[config.mk]
export PLATFORM = sky130hd
export DESIGN_NAME = round_wide_integer_to_precision
export DESIGN_NICKNAME = d
export VERILOG_FILES = /design/src/rtl/rwip_pkg.sv /design/src/rtl/rwip_lzc.sv /design/src/rtl/rwip_norm.sv /design/src/rtl/rwip_round.sv /design/src/rtl/rwip_incr.sv /design/src/rtl/round_wide_integer_to_precision.sv
export SDC_FILE = /design/constraint.sdc
export NUM_CORES = 2
export LEC_CHECK = 0
export BUFFER_PORTS_ARGS = -buffer_cell sky130_fd_sc_hd__buf_2
export CAP_MARGIN = 25
export CORE_ASPECT_RATIO = 0.5
export CORE_MARGIN = 1
export CORE_UTILIZATION = 45
export CTS_CLUSTER_DIAMETER = 40
export CTS_CLUSTER_SIZE = 30
export DETAILED_ROUTE_END_ITERATION = 10
export HOLD_SLACK_MARGIN = 0.15
export PLACE_DENSITY_LB_ADDON = 0.05
export SETUP_SLACK_MARGIN = 0.02
export SKIP_LAST_GASP = 1
export SLEW_MARGIN = 20
export SYNTH_ARGS = -nofsm -noshare
export SYNTH_HDL_FRONTEND = slang
export SYNTH_SLANG_ARGS = --single-unit
[constraint.sdc]
create_clock -name clk -period 16.09 [get_ports clk]
set_clock_uncertainty 0.05 [all_clocks]
set_input_delay 3.218 -clock clk [delete_from_list [all_inputs] [get_ports clk]]
set_output_delay 3.218 -clock clk [all_outputs]
set_load 0.02 [all_outputs]
[src/rtl/rwip_pkg.sv]
package rwip_pkg;

  localparam int WORD_BITS = 64;
  localparam int VAL_BITS  = 2 * WORD_BITS;
  localparam int LZ_BITS   = $clog2(VAL_BITS);
  localparam int PREC_BITS = 8;
  localparam int MODE_BITS = 3;
  localparam int EXP_BITS  = 8;
  localparam int CNT_BITS  = 2;
  localparam int IDX_BITS  = 8;
  localparam int CFG_BITS  = 8;

  localparam logic [PREC_BITS-1:0] PREC_RESET = PREC_BITS'(64);

  localparam logic [MODE_BITS-1:0] MODE_TO_ZERO   = 3'd0;
  localparam logic [MODE_BITS-1:0] MODE_AWAY      = 3'd1;
  localparam logic [MODE_BITS-1:0] MODE_FLOOR     = 3'd2;
  localparam logic [MODE_BITS-1:0] MODE_CEIL      = 3'd3;
  localparam logic [MODE_BITS-1:0] MODE_NEAR_EVEN = 3'd4;

  localparam logic [IDX_BITS-1:0] REG_PRECISION = 8'd0;
  localparam logic [IDX_BITS-1:0] REG_MODE      = 8'd1;

  localparam logic [CNT_BITS-1:0] ONE_WORD  = 2'd1;
  localparam logic [CNT_BITS-1:0] TWO_WORDS = 2'd2;

  typedef struct packed {
    logic [VAL_BITS-1:0] value;
    logic [LZ_BITS-1:0]  lead;
    logic                zero;
    logic                neg;
  } lzc_beat_t;

  typedef struct packed {
    logic [VAL_BITS-1:0] norm;
    logic [LZ_BITS-1:0]  lead;
    logic                zero;
    logic                neg;
  } norm_beat_t;

  typedef struct packed {
    logic [VAL_BITS-1:0] kept;
    logic [LZ_BITS-1:0]  d;
    logic                up;
    logic                inexact;
    logic [LZ_BITS-1:0]  lead;
    logic                zero;
    logic                neg;
  } rnd_beat_t;

  typedef struct packed {
    logic                       zero_input;
    logic                       negative_out;
    logic                       inexact;
    logic signed [EXP_BITS-1:0] exponent_adjust;
    logic [CNT_BITS-1:0]        word_count;
    logic [WORD_BITS-1:0]       mantissa_bottom;
    logic [WORD_BITS-1:0]       mantissa_top;
  } res_beat_t;

  typedef struct packed {
    logic [PREC_BITS-1:0] precision_bits;
    logic [MODE_BITS-1:0] rounding_mode;
  } cfg_t;

endpackage

[src/rtl/rwip_lzc.sv]
module rwip_lzc (
  input  logic                            clk,
  input  logic                            rst_n,
  input  logic                            in_valid,
  output logic                            in_ready,
  input  logic [rwip_pkg::WORD_BITS-1:0]  high_word,
  input  logic [rwip_pkg::WORD_BITS-1:0]  low_word,
  input  logic                            negative,
  output logic                            out_valid,
  input  logic                            out_ready,
  output rwip_pkg::lzc_beat_t             out_beat
);

  logic                          valid_r;
  rwip_pkg::lzc_beat_t           beat_r;
  rwip_pkg::lzc_beat_t           beat_nxt;
  logic [rwip_pkg::VAL_BITS-1:0] value;

  assign value    = {high_word, low_word};
  assign in_ready = !valid_r || out_ready;

  // priority encode: highest set bit wins, last assignment in the loop
  always_comb begin
    beat_nxt       = '0;
    beat_nxt.value = value;
    beat_nxt.neg   = negative;
    beat_nxt.zero  = (value == '0);
    for (int i = 0; i < rwip_pkg::VAL_BITS; i++) begin
      if (value[i]) begin
        beat_nxt.lead = rwip_pkg::LZ_BITS'(rwip_pkg::VAL_BITS - 1 - i);
      end
    end
  end

  always_ff @(posedge clk) begin
    if (!rst_n) begin
      valid_r <= 1'b0;
    end else if (in_ready) begin
      valid_r <= in_valid;
    end
  end

  always_ff @(posedge clk) begin
    if (in_ready && in_valid) begin
      beat_r <= beat_nxt;
    end
  end

  assign out_valid = valid_r;
  assign out_beat  = beat_r;

endmodule

[src/rtl/rwip_norm.sv]
module rwip_norm (
  input  logic                 clk,
  input  logic                 rst_n,
  input  logic                 in_valid,
  output logic                 in_ready,
  input  rwip_pkg::lzc_beat_t  in_beat,
  output logic                 out_valid,
  input  logic                 out_ready,
  output rwip_pkg::norm_beat_t out_beat
);

  logic                 valid_r;
  rwip_pkg::norm_beat_t beat_r;
  rwip_pkg::norm_beat_t beat_nxt;

  assign in_ready = !valid_r || out_ready;

  always_comb begin
    beat_nxt.norm = in_beat.value << in_beat.lead;
    beat_nxt.lead = in_beat.lead;
    beat_nxt.zero = in_beat.zero;
    beat_nxt.neg  = in_beat.neg;
  end

  always_ff @(posedge clk) begin
    if (!rst_n) begin
      valid_r <= 1'b0;
    end else if (in_ready) begin
      valid_r <= in_valid;
    end
  end

  always_ff @(posedge clk) begin
    if (in_ready && in_valid) begin
      beat_r <= beat_nxt;
    end
  end

  assign out_valid = valid_r;
  assign out_beat  = beat_r;

endmodule

[src/rtl/rwip_round.sv]
module rwip_round (
  input  logic                 clk,
  input  logic                 rst_n,
  input  rwip_pkg::cfg_t       cfg,
  input  logic                 in_valid,
  output logic                 in_ready,
  input  rwip_pkg::norm_beat_t in_beat,
  output logic                 out_valid,
  input  logic                 out_ready,
  output rwip_pkg::rnd_beat_t  out_beat
);

  logic                           valid_r;
  rwip_pkg::rnd_beat_t            beat_r;
  rwip_pkg::rnd_beat_t            beat_nxt;
  logic [rwip_pkg::PREC_BITS-1:0] prec;
  logic [rwip_pkg::PREC_BITS:0]   d_full;
  logic [rwip_pkg::LZ_BITS-1:0]   d;
  logic [rwip_pkg::VAL_BITS-1:0]  mask;
  logic                           inexact;
  logic                           rb;
  logic                           sticky;
  logic                           lsb;
  logic                           up;

  assign in_ready = !valid_r || out_ready;

  always_comb begin
    prec = cfg.precision_bits;
    if (prec == '0) begin
      prec = rwip_pkg::PREC_BITS'(1);
    end else if (prec > rwip_pkg::PREC_BITS'(rwip_pkg::VAL_BITS)) begin
      prec = rwip_pkg::PREC_BITS'(rwip_pkg::VAL_BITS);
    end
    d_full  = (rwip_pkg::PREC_BITS+1)'(rwip_pkg::VAL_BITS) - {1'b0, prec};
    d       = d_full[rwip_pkg::LZ_BITS-1:0];
    mask    = ~({rwip_pkg::VAL_BITS{1'b1}} << d);
    inexact = |(in_beat.norm & mask);
    rb      = (d != '0) && in_beat.norm[d - rwip_pkg::LZ_BITS'(1)];
    sticky  = |(in_beat.norm & (mask >> 1));
    lsb     = in_beat.norm[d];
    up      = 1'b0;
    if (inexact) begin
      case (cfg.rounding_mode)
        rwip_pkg::MODE_AWAY:      up = 1'b1;
        rwip_pkg::MODE_FLOOR:     up = in_beat.neg;
        rwip_pkg::MODE_CEIL:      up = !in_beat.neg;
        rwip_pkg::MODE_NEAR_EVEN: up = rb && (sticky || lsb);
        default:                  up = 1'b0;
      endcase
    end
    beat_nxt.kept    = in_beat.norm & ~mask;
    beat_nxt.d       = d;
    beat_nxt.up      = up;
    beat_nxt.inexact = inexact;
    beat_nxt.lead    = in_beat.lead;
    beat_nxt.zero    = in_beat.zero;
    beat_nxt.neg     = in_beat.neg;
  end

  always_ff @(posedge clk) begin
    if (!rst_n) begin
      valid_r <= 1'b0;
    end else if (in_ready) begin
      valid_r <= in_valid;
    end
  end

  always_ff @(posedge clk) begin
    if (in_ready && in_valid) begin
      beat_r <= beat_nxt;
    end
  end

  assign out_valid = valid_r;
  assign out_beat  = beat_r;

endmodule

[src/rtl/rwip_incr.sv]
module rwip_incr (
  input  logic                clk,
  input  logic                rst_n,
  input  logic                in_valid,
  output logic                in_ready,
  input  rwip_pkg::rnd_beat_t in_beat,
  output logic                out_valid,
  input  logic                out_ready,
  output rwip_pkg::res_beat_t out_beat
);

  logic                          valid_r;
  rwip_pkg::res_beat_t           beat_r;
  rwip_pkg::res_beat_t           beat_nxt;
  logic [rwip_pkg::VAL_BITS:0]   step;
  logic [rwip_pkg::VAL_BITS:0]   sum;
  logic [rwip_pkg::VAL_BITS-1:0] mant;
  logic                          carry;
  logic [rwip_pkg::EXP_BITS-1:0] neg_lead;

  assign in_ready = !valid_r || out_ready;

  always_comb begin
    step     = {{rwip_pkg::VAL_BITS{1'b0}}, 1'b1} << in_beat.d;
    sum      = {1'b0, in_beat.kept} + (in_beat.up ? step : '0);
    carry    = sum[rwip_pkg::VAL_BITS];
    mant     = carry ? {1'b1, {(rwip_pkg::VAL_BITS-1){1'b0}}}
                     : sum[rwip_pkg::VAL_BITS-1:0];
    neg_lead = rwip_pkg::EXP_BITS'(0) - rwip_pkg::EXP_BITS'(in_beat.lead);

    beat_nxt.negative_out = in_beat.neg;
    if (in_beat.zero) begin
      beat_nxt.zero_input      = 1'b1;
      beat_nxt.mantissa_top    = '0;
      beat_nxt.mantissa_bottom = '0;
      beat_nxt.word_count      = rwip_pkg::ONE_WORD;
      beat_nxt.exponent_adjust = '0;
      beat_nxt.inexact         = 1'b0;
    end else begin
      beat_nxt.zero_input      = 1'b0;
      beat_nxt.mantissa_top    = mant[rwip_pkg::VAL_BITS-1:rwip_pkg::WORD_BITS];
      beat_nxt.mantissa_bottom = mant[rwip_pkg::WORD_BITS-1:0];
      beat_nxt.word_count      = (mant[rwip_pkg::WORD_BITS-1:0] != '0) ?
                                 rwip_pkg::TWO_WORDS : rwip_pkg::ONE_WORD;
      beat_nxt.exponent_adjust = neg_lead + rwip_pkg::EXP_BITS'(carry);
      beat_nxt.inexact         = in_beat.inexact;
    end
  end

  always_ff @(posedge clk) begin
    if (!rst_n) begin
      valid_r <= 1'b0;
    end else if (in_ready) begin
      valid_r <= in_valid;
    end
  end

  always_ff @(posedge clk) begin
    if (in_ready && in_valid) begin
      beat_r <= beat_nxt;
    end
  end

  assign out_valid = valid_r;
  assign out_beat  = beat_r;

endmodule

[src/rtl/round_wide_integer_to_precision.sv]
// Rounds a 128-bit magnitude (two 64-bit words plus sign) to
// precision_bits significant bits, top-aligned, under one of five modes.
// Input beat (in_*): one value per beat. Result beat (out_*): one result
// per input, in order. Config (cfg_*): index 0 precision_bits, 1
// rounding_mode; cfg_ready is always high, write only while idle.
// Pipeline: leading-zero count, normalize shift, round decision,
// increment. Each stage is a register with its own valid bit.
// Throughput: one beat per cycle while out_tready stays high.
// A stage takes a new beat when empty or when its content moves on, so a
// stalled out_tready backs up the pipe; up to four beats stay in flight
// and nothing is dropped or repeated.
// Reset clears all valid bits and loads precision_bits = 64,
// rounding_mode = nearest-even.
// Zero input gives zero_input = 1 and a zero mantissa.
module round_wide_integer_to_precision (
  input  logic                            clk,
  input  logic                            rst_n,
  input  logic                            in_tvalid,
  output logic                            in_tready,
  // [63:0] high_word, [127:64] low_word, [128] negative, rest zero
  input  logic [135:0]                    in_tdata,
  output logic                            out_tvalid,
  input  logic                            out_tready,
  // [63:0] mantissa_top, [127:64] mantissa_bottom, [129:128] word_count,
  // [137:130] exponent_adjust, [138] inexact, [139] negative_out,
  // [140] zero_input, rest zero
  output logic [143:0]                    out_tdata,
  input  logic                            cfg_valid,
  output logic                            cfg_ready,
  input  logic [rwip_pkg::IDX_BITS-1:0]   cfg_index,
  input  logic [rwip_pkg::CFG_BITS-1:0]   cfg_data
);

  rwip_pkg::cfg_t       cfg_r;
  logic                 s1_valid, s1_ready;
  logic                 s2_valid, s2_ready;
  logic                 s3_valid, s3_ready;
  rwip_pkg::lzc_beat_t  s1_beat;
  rwip_pkg::norm_beat_t s2_beat;
  rwip_pkg::rnd_beat_t  s3_beat;
  rwip_pkg::res_beat_t  res_beat;

  assign cfg_ready = 1'b1;

  always_ff @(posedge clk) begin
    if (!rst_n) begin
      cfg_r.precision_bits <= rwip_pkg::PREC_RESET;
      cfg_r.rounding_mode  <= rwip_pkg::MODE_NEAR_EVEN;
    end else if (cfg_valid) begin
      case (cfg_index)
        rwip_pkg::REG_PRECISION: cfg_r.precision_bits <= cfg_data;
        rwip_pkg::REG_MODE:
          cfg_r.rounding_mode <= cfg_data[rwip_pkg::MODE_BITS-1:0];
        default: ;
      endcase
    end
  end

  rwip_lzc u_lzc (
    .clk       (clk),
    .rst_n     (rst_n),
    .in_valid  (in_tvalid),
    .in_ready  (in_tready),
    .high_word (in_tdata[63:0]),
    .low_word  (in_tdata[127:64]),
    .negative  (in_tdata[128]),
    .out_valid (s1_valid),
    .out_ready (s1_ready),
    .out_beat  (s1_beat)
  );

  rwip_norm u_norm (
    .clk       (clk),
    .rst_n     (rst_n),
    .in_valid  (s1_valid),
    .in_ready  (s1_ready),
    .in_beat   (s1_beat),
    .out_valid (s2_valid),
    .out_ready (s2_ready),
    .out_beat  (s2_beat)
  );

  rwip_round u_round (
    .clk       (clk),
    .rst_n     (rst_n),
    .cfg       (cfg_r),
    .in_valid  (s2_valid),
    .in_ready  (s2_ready),
    .in_beat   (s2_beat),
    .out_valid (s3_valid),
    .out_ready (s3_ready),
    .out_beat  (s3_beat)
  );

  rwip_incr u_incr (
    .clk       (clk),
    .rst_n     (rst_n),
    .in_valid  (s3_valid),
    .in_ready  (s3_ready),
    .in_beat   (s3_beat),
    .out_valid (out_tvalid),
    .out_ready (out_tready),
    .out_beat  (res_beat)
  );

  assign out_tdata = {3'b000, res_beat};

endmodule

==> flow_summary.html <==
<table>
<tr><th>Metric</th><th>Value</th></tr>
<tr><th colspan="2">Layout</th></tr>
<tr><td>Final design utilization</td><td>51.0%</td></tr>
<tr><td>Post-route non-filler standard cell count</td><td>6162</td></tr>
<tr><td>Footprint of the multi-input gates</td><td>25200 um2</td></tr>
<tr><td>Finished Cell Area</td><td>48800 um2</td></tr>
<tr><td>Area growth syn-to-layout</td><td>11.8%</td></tr>
<tr><td>Fill cell total of the finished layout</td><td>8861</td></tr>
<tr><td>Area occupied by registers</td><td>17100 um2</td></tr>
<tr><td>Layout cell share with drive strength beyond 1</td><td>15.4%</td></tr>
<tr><td>Number of nets in the final layout</td><td>5122</td></tr>
<tr><th colspan="2">Yosys</th></tr>
<tr><td>Post-synthesis sequential area ratio</td><td>39.3%</td></tr>
<tr><td>Leading post-synthesis cells by cell area</td><td>edfxtp_1, mux4_2, nand2_1, mux2i_1, nor2_1</td></tr>
<tr><td>Biggest area consumer among synthesized cells</td><td>edfxtp_1</td></tr>
<tr><td>Synth warn</td><td>0</td></tr>
<tr><td>Gate Count Post-Synth</td><td>4675</td></tr>
<tr><td>Mean instance size in the synthesized netlist</td><td>9.34 um2</td></tr>
<tr><td>Synth Cell Area</td><td>43700 um2</td></tr>
<tr><td>Top cell type's share of synthesized area</td><td>38.6%</td></tr>
<tr><td>Synth Register Bits</td><td>576</td></tr>
<tr><td>Main flop type after synthesis</td><td>edfxtp_1</td></tr>
<tr><td>Number of enable flip-flop cells after synthesis</td><td>561</td></tr>
<tr><td>Post-synth cell types</td><td>95</td></tr>
<tr><td>FFs w/ async S/R, synth</td><td>0%</td></tr>
<tr><th colspan="2">Setup path</th></tr>
<tr><td>Kind of end point of the critical path</td><td>primary output</td></tr>
<tr><td>Most repeated library cell on the critical path</td><td>buf_2</td></tr>
<tr><td>Family with the most delay on the worst path</td><td>simple AND/OR/NAND/NOR gates</td></tr>
<tr><td>Cell-by-cell trace of the critical path</td><td>buf_2 &gt; nor2b_1 &gt; and2_0 &gt; nand3_1 &gt; buf_2</td></tr>
<tr><td>Critical path required time</td><td>12.82 ns</td></tr>
<tr><td>Critical Path Start Type</td><td>primary input</td></tr>
<tr><td>Setup Crit Path Kind</td><td>in2out</td></tr>
<tr><td>Data arrival time of the worst path</td><td>4.47 ns</td></tr>
<tr><td>Biggest fanout along the worst timing path</td><td>6</td></tr>
<tr><td>Worst Path Buf+Inv</td><td>2</td></tr>
<tr><td>Largest stage delay on the critical path</td><td>0.53 ns</td></tr>
<tr><td>Cell with the largest stage delay on the worst path</td><td>and2_0</td></tr>
<tr><th colspan="2">Global route</th></tr>
<tr><td>Wire length of the first global-routing pass</td><td>256000 um</td></tr>
<tr><td>Overall Global Routing Usage</td><td>35.3%</td></tr>
<tr><td>Grt ovf</td><td>0</td></tr>
<tr><td>Largest net degree at the start of global routing</td><td>139</td></tr>
<tr><td>Initial antenna violation count</td><td>17</td></tr>
<tr><td>Vias in the first global route</td><td>37374</td></tr>
<tr><th colspan="2">Detailed routing</th></tr>
<tr><td>Detailed-route via count</td><td>40398</td></tr>
<tr><td>Detailed-router iteration count before antenna repair</td><td>6</td></tr>
<tr><td>Initial DRC Count</td><td>5003</td></tr>
<tr><td>DRC viols</td><td>0</td></tr>
<tr><td>Wirelength, routed</td><td>178000 um</td></tr>
<tr><td>Post-route antenna net violation count</td><td>0</td></tr>
<tr><td>Number of vias per cell after detailed routing</td><td>6.56</td></tr>
<tr><td>Post-DR wirelength/cell</td><td>28.9 um</td></tr>
<tr><th colspan="2">Status</th></tr>
<tr><td>Status</td><td>complete, no violations</td></tr>
<tr><th colspan="2">Pwr</th></tr>
<tr><td>Switching Fraction</td><td>30.6%</td></tr>
<tr><td>Fraction of power consumed by the clock network</td><td>40.5%</td></tr>
<tr><td>Leakage</td><td>19.1 nW</td></tr>
<tr><td>Sequential fraction of design power</td><td>42.9%</td></tr>
<tr><td>Pwr Density</td><td>84.7 nW/um2</td></tr>
<tr><td>Net switching component of the power</td><td>1.27 mW</td></tr>
<tr><td>Internal Power</td><td>2.87 mW</td></tr>
<tr><td>Logic pwr share</td><td>16.6%</td></tr>
<tr><td>Worst vdd rail ir drop</td><td>83.0 uV</td></tr>
<tr><th colspan="2">Clock network</th></tr>
<tr><td>Clock latency of the later-clocked register in the worst-skew pair</td><td>0.69 ns</td></tr>
<tr><td>Clk pin slew, worst setup/hold paths</td><td>0.07 ns</td></tr>
<tr><td>TritonCTS clock tree</td><td>done</td></tr>
<tr><td>Count of hold-fix buffers inserted at cts</td><td>0</td></tr>
<tr><td>Cts repair resizes</td><td>0</td></tr>
<tr><td>Post-CTS Setup Repair Bufs</td><td>0</td></tr>
<tr><td>Clock sink count</td><td>576</td></tr>
<tr><td>CTS HTree Levels</td><td>3</td></tr>
<tr><td>CTS Buf Count</td><td>71</td></tr>
<tr><td>CTS Root Cell</td><td>clkbuf_16</td></tr>
<tr><td>Clock Path Buffers</td><td>3</td></tr>
<tr><th colspan="2">STA</th></tr>
<tr><td>Pins Over Slew Limit</td><td>0</td></tr>
<tr><td>Upper clock frequency limit</td><td>129 MHz</td></tr>
<tr><td>Final critical path time including I/O delays and setup</td><td>7.74 ns</td></tr>
<tr><td>RSZ-0062 raised after global routing</td><td>no</td></tr>
<tr><td>Worst rel slew slack</td><td>25.0%</td></tr>
<tr><td>Period Utilization, post-route</td><td>48.1%</td></tr>
<tr><td>Sum Neg Setup Slack</td><td>0 ns</td></tr>
<tr><td>Tightest Pin Transition</td><td>1.11 ns</td></tr>
<tr><td>Hold violation total from the final report</td><td>0</td></tr>
<tr><td>Setup violations, final</td><td>0</td></tr>
<tr><th colspan="2">Place</th></tr>
<tr><td>RD Place Congestion</td><td>1.04</td></tr>
<tr><td>Placed cell area</td><td>46200 um2</td></tr>
<tr><td>Count of buffers from port buffering</td><td>292</td></tr>
<tr><td>Estimated wirelength of the detail-placed design</td><td>138000 um</td></tr>
<tr><td>Placed instance count</td><td>6026</td></tr>
<tr><th colspan="2">Floorplanning</th></tr>
<tr><td>Overall die area</td><td>98400 um2</td></tr>
<tr><td>Ports</td><td>304</td></tr>
<tr><td>Core footprint</td><td>95700 um2</td></tr>
<tr><td>Vertical die dimension</td><td>222 um</td></tr>
<tr><td>Number of core rows</td><td>80</td></tr>
<tr><td>Die Span X</td><td>443 um</td></tr>
<tr><td>Initial Util</td><td>45.6%</td></tr>
<tr><th colspan="2">Min path</th></tr>
<tr><td>Kind of path behind the tightest hold check</td><td>reg2reg</td></tr>
<tr><th colspan="2">Job</th></tr>
<tr><td>Max capacitance violation total</td><td>0</td></tr>
</table>
-- layout make-up --
cell class,instances,share of cell area [%]
multi-input cells,3721,51.6
repair buffers,361,4.15
clock inverters,53,1.29
diodes,3,0.0154
inverters,100,0.774
well taps,1271,3.26
clock buffers,77,3.82
flip-flops and latches,576,35.1
-- cells in the final DEF, fill, tap and decap left out, types with 71 or more instances in the layout --
cell         n
nor2_1     566
nand3_1     88
inv_1       92
ha_1       132
mux4_2     152
buf_2      292
a21o_1      71
nand2_1    607
clkbuf_16   74
edfxtp_1   561
o21ai_0    334
a21oi_1    342
mux2i_1    227
nor3_1      91
-- worst paths after layout --
path | from | endpoint | slack (ns) | depth (start not counted)
worst min-delay path | u_norm.out_beat[3]$_DFFE_PP_ | u_round.out_beat[3]$_DFFE_PP_ | 0.36 | 0
worst min register to register | u_norm.out_beat[3]$_DFFE_PP_ | u_round.out_beat[3]$_DFFE_PP_ | 0.36 | 0
worst max-delay path | out_tready | in_tready | 8.35 | 5
worst max register to register | u_round.out_beat[11]$_DFFE_PP_ | u_incr.out_beat[52]$_SDFFCE_PP0P_ | 8.52 | 16
-- layer usage --
| layer | share of wire [%] | GRT usage, % | up-vias |
|---|---|---|---|
| met5 | 0.0073 | 0 | - |
| met4 | 4.4 | 14.3 | 2 |
| met3 | 9.6 | 7.84 | 361 |
| met2 | 42 | 50.8 | 2178 |
| met1 | 45 | 51.1 | 19801 |
| li1 | - | - | 18056 |
-- synthesized netlist by cell type (all sizes together), types with 35 or more instances --
cell type and n:
mux4 152, nor2 569, a211oi 43, a21o 71, nor2b 65, buf 71
o21ai 338, mux2i 227, a221oi 52, mux2 41, nor4 55, xnor2 54
edfxtp 561, o22ai 40, xor2 44, nor3 99, nand2 608, a21boi 61
nand3 88, nand4 53, inv 97, o21a 35, a31oi 60, ha 133
a21oi 344, and2 58, and3 53, clkbuf 209
-- power groups by stage --
stage | sequential (mW) | clock [mW] | combinational [mW]
5_1_grt | 1.78 | 1.76 | 0.734
3_5_place_dp | 1.80 | 0 | 0.668
2_1_floorplan | 1.79 | 0 | 0.442
3_3_place_gp | 1.80 | 0 | 0.665
4_1_cts | 1.77 | 1.70 | 0.671
6_report | 1.78 | 1.67 | 0.687
-- logic make-up (layout without fill, tap and decap cells) --
logic type | Yosys count | count (layout) | synth area share, %
and+or+nand+nor | 1769 | 1769 | 18.5
muxes | 420 | 420 | 14.1
other | 2 | 7 | 0.0172
xor gates and xnor gates | 98 | 98 | 1.98
buffers and inverters | 380 | 591 | 3.37
AOI/OAI and AO/OA | 1295 | 1295 | 18.9
DFF | 576 | 576 | 39.3
adders and majority gates | 135 | 135 | 3.88
-- worst register-to-register path, cell delays in order, from the launching register on --
cell	delay, ns
edfxtp_1	0.82
nand2_1	0.45
or2_2	0.56
nor2_1	0.25
fa_1	0.31
a211o_1	0.17
o211ai_1	0.19
a211oi_2	0.52
a211o_1	0.42
a31oi_4	0.24
nand2_4	0.23
a41o_1	0.38
a31oi_4	0.20
o21ai_2	0.44
a311o_2	0.84
buf_4	0.84
nor3b_1	0.36
-- registers in the layout, summed over array words and instances, names as in the netlist --
name,count
u_round.out_valid,1
cfg_r,11
u_norm.out_beat,137
u_incr.out_beat,141
u_lzc.out_valid,1
u_lzc.out_beat,137
u_round.out_beat,146
u_incr.out_valid,1
u_norm.out_valid,1
-- through the flow --
step           worst slack (ns)  hold slack [ns]  power, mW
2_1_floorplan              1.80            0.350       2.23
3_3_place_gp               8.36            0.352       2.47
3_5_place_dp               8.34            0.356       2.47
4_1_cts                    8.34            0.366       4.14
5_1_grt                    8.21            0.379       4.27
6_report                   8.35            0.362       4.13
Note: power is estimated with default switching activity, not from simulation.
